File: config.mk
export PLATFORM = sky130hd
export DESIGN_NAME = pegb_cfg
export DESIGN_NICKNAME = d
export VERILOG_FILES = /design/src/rtl/pegb_pkg.sv /design/src/rtl/pegb_cfg.sv
export SDC_FILE = /design/constraint.sdc
export NUM_CORES = 1
export LEC_CHECK = 0
export BUFFER_PORTS_ARGS = -buffer_cell sky130_fd_sc_hd__clkbuf_2
export CAP_MARGIN = 20
export CORE_MARGIN = 4
export CORE_UTILIZATION = 46
export CTS_BUF_LIST = sky130_fd_sc_hd__clkbuf_8 sky130_fd_sc_hd__clkbuf_16
export DETAILED_ROUTE_END_ITERATION = 10
export PLACE_DENSITY_LB_ADDON = 0.3
export SYNTH_ARGS = -nofsm -noshare
export SYNTH_HDL_FRONTEND = slang
export SYNTH_SLANG_ARGS = --single-unit
export TNS_END_PERCENT = 1
File: constraint.sdc
create_clock -name clk -period 1.35 [get_ports clk]
set_clock_uncertainty 0.05 [all_clocks]
set_input_delay 0.135 -clock clk [delete_from_list [all_inputs] [get_ports clk]]
set_output_delay 0.135 -clock clk [all_outputs]
set_load 0.05 [all_outputs]
File: src/rtl/pegb_pkg.sv
package pegb_pkg;

  localparam int IDX_W      = 10;
  localparam int DATA_W     = 32;
  localparam int DT_W       = 16;
  localparam int GRAV_W     = 31;
  localparam int RAD_W      = 31;
  localparam int REST_W     = 17;
  localparam int CFG_ADDR_W = 5;
  localparam int APB_W      = 32;

  localparam int DEF_PARTICLE_COUNT = 1024;

  localparam logic [2:0] REG_TIME_STEP   = 3'd0;
  localparam logic [2:0] REG_GRAVITY     = 3'd1;
  localparam logic [2:0] REG_RADIUS      = 3'd2;
  localparam logic [2:0] REG_RESTITUTION = 3'd3;
  localparam logic [2:0] REG_GROUND      = 3'd4;

  localparam logic [DT_W-1:0]   RST_TIME_STEP   = 16'd1092;
  localparam logic [GRAV_W-1:0] RST_GRAVITY     = 31'd6554;
  localparam logic [RAD_W-1:0]  RST_RADIUS      = 31'd6554;
  localparam logic [REST_W-1:0] RST_RESTITUTION = 17'd52429;
  localparam logic [DATA_W-1:0] RST_GROUND      = 32'd0;

  typedef struct packed {
    logic [DT_W-1:0]          time_step;
    logic [GRAV_W-1:0]        gravity;
    logic [RAD_W-1:0]         radius;
    logic [REST_W-1:0]        restitution;
    logic signed [DATA_W-1:0] ground;
  } cfg_t;

  typedef struct packed {
    logic signed [DATA_W-1:0] vel_x;
    logic signed [DATA_W-1:0] vel_y;
    logic signed [DATA_W-1:0] vel_z;
    logic signed [DATA_W-1:0] acc_x;
    logic signed [DATA_W-1:0] acc_z;
  } state_t;

  typedef struct packed {
    logic signed [DATA_W-1:0] pos_x;
    logic signed [DATA_W-1:0] pos_y;
    logic signed [DATA_W-1:0] pos_z;
    logic                     hit;
  } result_t;

  function automatic int addr_bits(input int n);
    return (n > 1) ? $clog2(n) : 1;
  endfunction

  function automatic logic signed [DATA_W-1:0] sat32(input logic signed [63:0] v);
    if (v > 64'sh0000_0000_7fff_ffff) begin
      return 32'sh7fff_ffff;
    end else if (v < -64'sh0000_0000_8000_0000) begin
      return 32'sh8000_0000;
    end else begin
      return v[DATA_W-1:0];
    end
  endfunction

  // round to nearest, ties up
  function automatic logic signed [63:0] rnd16(input logic signed [63:0] p);
    return (p + 64'sd32768) >>> 16;
  endfunction

endpackage

File: src/rtl/pegb_cfg.sv
module pegb_cfg (
  input  logic                               clk,
  input  logic                               rst,
  input  logic                               psel,
  input  logic                               penable,
  input  logic                               pwrite,
  input  logic [pegb_pkg::CFG_ADDR_W-1:0]    paddr,
  input  logic [pegb_pkg::APB_W-1:0]         pwdata,
  output logic [pegb_pkg::APB_W-1:0]         prdata,
  output logic                               pready,
  output pegb_pkg::cfg_t                     cfg
);
  import pegb_pkg::*;

  logic [2:0] reg_sel;
  logic       wr;

  assign pready  = 1'b1;
  assign reg_sel = paddr[CFG_ADDR_W-1:2];
  assign wr      = psel && penable && pwrite && pready;

  always_ff @(posedge clk) begin
    if (rst) begin
      cfg.time_step   <= RST_TIME_STEP;
      cfg.gravity     <= RST_GRAVITY;
      cfg.radius      <= RST_RADIUS;
      cfg.restitution <= RST_RESTITUTION;
      cfg.ground      <= $signed(RST_GROUND);
    end else if (wr) begin
      unique case (reg_sel)
        REG_TIME_STEP:   cfg.time_step   <= pwdata[DT_W-1:0];
        REG_GRAVITY:     cfg.gravity     <= pwdata[GRAV_W-1:0];
        REG_RADIUS:      cfg.radius      <= pwdata[RAD_W-1:0];
        REG_RESTITUTION: cfg.restitution <= pwdata[REST_W-1:0];
        REG_GROUND:      cfg.ground      <= $signed(pwdata[DATA_W-1:0]);
        default: ;
      endcase
    end
  end

  always_comb begin
    unique case (reg_sel)
      REG_TIME_STEP:   prdata = APB_W'(cfg.time_step);
      REG_GRAVITY:     prdata = APB_W'(cfg.gravity);
      REG_RADIUS:      prdata = APB_W'(cfg.radius);
      REG_RESTITUTION: prdata = APB_W'(cfg.restitution);
      REG_GROUND:      prdata = cfg.ground;
      default:         prdata = '0;
    endcase
  end

endmodule

==> reports/metrics.csv <==
stage,metric,value,unit
power_and_ir_drop,Tot Pwr,9600,uW
synthesis,register area share after synthesis,42.8,%
sta,"Setup violations, final",31,
hold_path,Min-Delay Path Class,input port to register,
setup_path,CP arrival,1.48,ns
routing,drt drc,0,
sta,slack of the critical path,-0.314,ns
routing,drt pass-1 iters,4,
global_routing,initial antenna violation count,0,
run,maxcap violations,0,
synthesis,"FF+latch count, synth",127,
clocking,CTS tree,done,
die,Starting Density,47.0,%
clocking,"Clk Latency, worst-skew pair",0.40,ns
die,die area,14800,um^2
placement,pre-CTS setup slack,-0.305,ns
clocking,Setup Buffers After CTS,0,
outcome,status,"complete, but fails checks",
placement,port bufs,198,
global_routing,number of global-route vias before repair,5832,
setup_path,"critical path fanouts, max",3,
synthesis,synthesized instance count,608,
global_routing,gr ovfl total,0,
synthesis,post-synth top area share,42.8,%
routing,routed length per instance,19.0,um
clocking,Clock Sinks,127,
routing,Routed WL,19700,um
cells_and_area,Largest regs,cfg (127),
synthesis,cell taking the most area after synthesis,dfxtp_1,
synthesis,syn avg cell area,9.76,um^2
clocking,H-tree levels,4,
clocking,total CTS buffers,17,
sta,Tcrit/Tclk final,123,%
setup_path,critical path class,register to output pin,
placement,Final HPWL DP,13300,um
global_routing,first-pass GRT wire length,30900,um
sta,fin. max-slew vios,0,
sta,hold violation count in the final report,3,
cells_and_area,n_diodes,0,
synthesis,top post-synthesis cells by area,"dfxtp_1, mux2i_1, nand2b_1",
clocking,Max Root-Sink Buffers,2,
die,IO Count,202,
routing,vias per cell,5.38,
routing,via count,5577,
routing,DRT iter0 DRCs,339,
power_and_ir_drop,Lkg Pwr,0.00424,uW
die,Die Wd,122,um
power_and_ir_drop,Max VDD drop,0.000821,V
cells_and_area,number of flip-flops under the largest register name,127,
cells_and_area,"commonest non-fill, non-tap cell in the layout",clkbuf_2,
sta,RSZ-0062 raised after global routing,yes,
cells_and_area,final core occ,74.2,%
cells_and_area,share of layout cells above drive strength 1,47.5,%
cells_and_area,Layout Area Growth over Synthesis,57.7,%
global_routing,aggregate global-route resource usage,26.7,%
synthesis,Netlist Area Pre-Place,5940,um^2
outcome,failing checks,"hold timing, setup timing",
die,Die Ht,122,um
setup_path,Startpoint Class,register,
sta,f_max,0.601,GHz
cells_and_area,most frequent cells in the layout,"clkbuf_2, nand2b_1, mux2i_1",
placement,routability-driven placement congestion ratio,0.871,
synthesis,Synth Warn #,0,
routing,antenna-violating nets left,0,
die,FP Rows,41,
cells_and_area,# nets final,894,
synthesis,Syn Nets,650,
setup_path,Critical Path End Type,output pin,
clocking,clk slew on worst S/H paths,0.06,ns
sta,hold slack,-0.00955,ns
die,Core Area,12600,um^2
cells_and_area,register with the most flip-flops,cfg,
setup_path,Worst Path Required,1.16,ns
synthesis,post-synthesis cell type count,27,
global_routing,pin count of the biggest net entering global routing,47,
clocking,root buf cell,clkbuf_16,
sta,fin crit period,1.66,ns
power_and_ir_drop,pwr/cell area,1030,nW/um^2
==> critical path, cell delays in order (launching register included) <==
cell and delay (ns):
dfxtp_2 0.34, mux2_2 0.26, a22oi_2 0.18, o22ai_4 0.10
clkbuf_8 0.19
==> metal layers <==
metal	routed length [um]	part of all wire, %	GRT usage, %	vias to the layer above
met5	0	0	0	-
met4	406	2.1	9.03	0
met3	1370	7.0	6.96	35
met2	9900	50	46.3	227
met1	7970	41	32.1	2706
li1	-	-	-	2609
==> through the flow <==
step                      setup TNS [ns]  area [um^2]  cells  hold WS, ns
after CTS                          -5.81         9310   1036      0.00142
after global routing               -6.48         9360   1036     0.000293
final                              -5.08         9360   1036     -0.00955
after global placement            -19.36         8140    981        0.332
after detailed placement          -21.31         8140    981        0.339
after floorplan                    -1.60         6380    608        0.240
==> report_power, final <==
group / switching (uW) / total, uW / internal [uW]
clock network: 1570 / 4620 / 3050
logic: 681 / 1180 / 495
registers: 25.8 / 3810 / 3780
total: 2270 / 9600 / 7330
==> cell type report <==
cell class                 instances  area, um^2
timing repair buffer             278        2230
fill                             880        3260
clock buffer                      21         480
multi-input combinational        428        3710
tap                              172         215
sequential                       127        2600
clock inverter                    10         121
==> cell usage after synthesis <==
master       n
a21o_1       1
a21oi_1      1
a22oi_1     44
and2_1       1
and3_1       3
and3b_1      2
and4b_1      1
buf_2       16
buf_4        1
buf_6        2
clkbuf_1    34
conb_1       1
dfxtp_1    127
mux2_2      16
mux2i_1    129
nand2_1     15
nand2b_1   133
nand3_1      2
nand3b_1     4
nor2_1      39
nor2_2       1
nor2b_1      2
nor3b_1      1
o21a_1       1
o21ai_0     15
o22ai_1     15
o2bb2ai_1    1
==> cell families after synthesis <==
kind of cell | share of synthesized area (%)
multiplexers | 24.8
other | 0.0632
AO/OA/AOI/OAI | 8.89
AND/OR/NAND/NOR | 19.4
flip-flops | 42.8
buffers and inverters | 4.00
==> repair_timing <==
| action | CTS | global route |
|---|---|---|
| setup endpoints to repair | 32 | 34 |
| pin swaps | 3 | 4 |
| hold buffers | 24 | 0 |
| hold endpoints to repair | 50 | 0 |
| gates resized for setup | 72 | 32 |
| gates cloned | 0 | 0 |
==> path summary, 6_finish.rpt <==
| kind | from | to | slack, ns | depth (start not counted) |
|---|---|---|---|---|
| setup / recovery | cfg[63] | prdata[14] | -0.31 | 4 |
| hold / removal | pwdata[30] | cfg[110] | -0.01 | 3 |
| setup reg to reg | cfg[39] | cfg[39] | 0.55 | 3 |
| hold reg to reg | cfg[44] | cfg[44] | 0.43 | 2 |
Power figures use the tool's default switching activity.
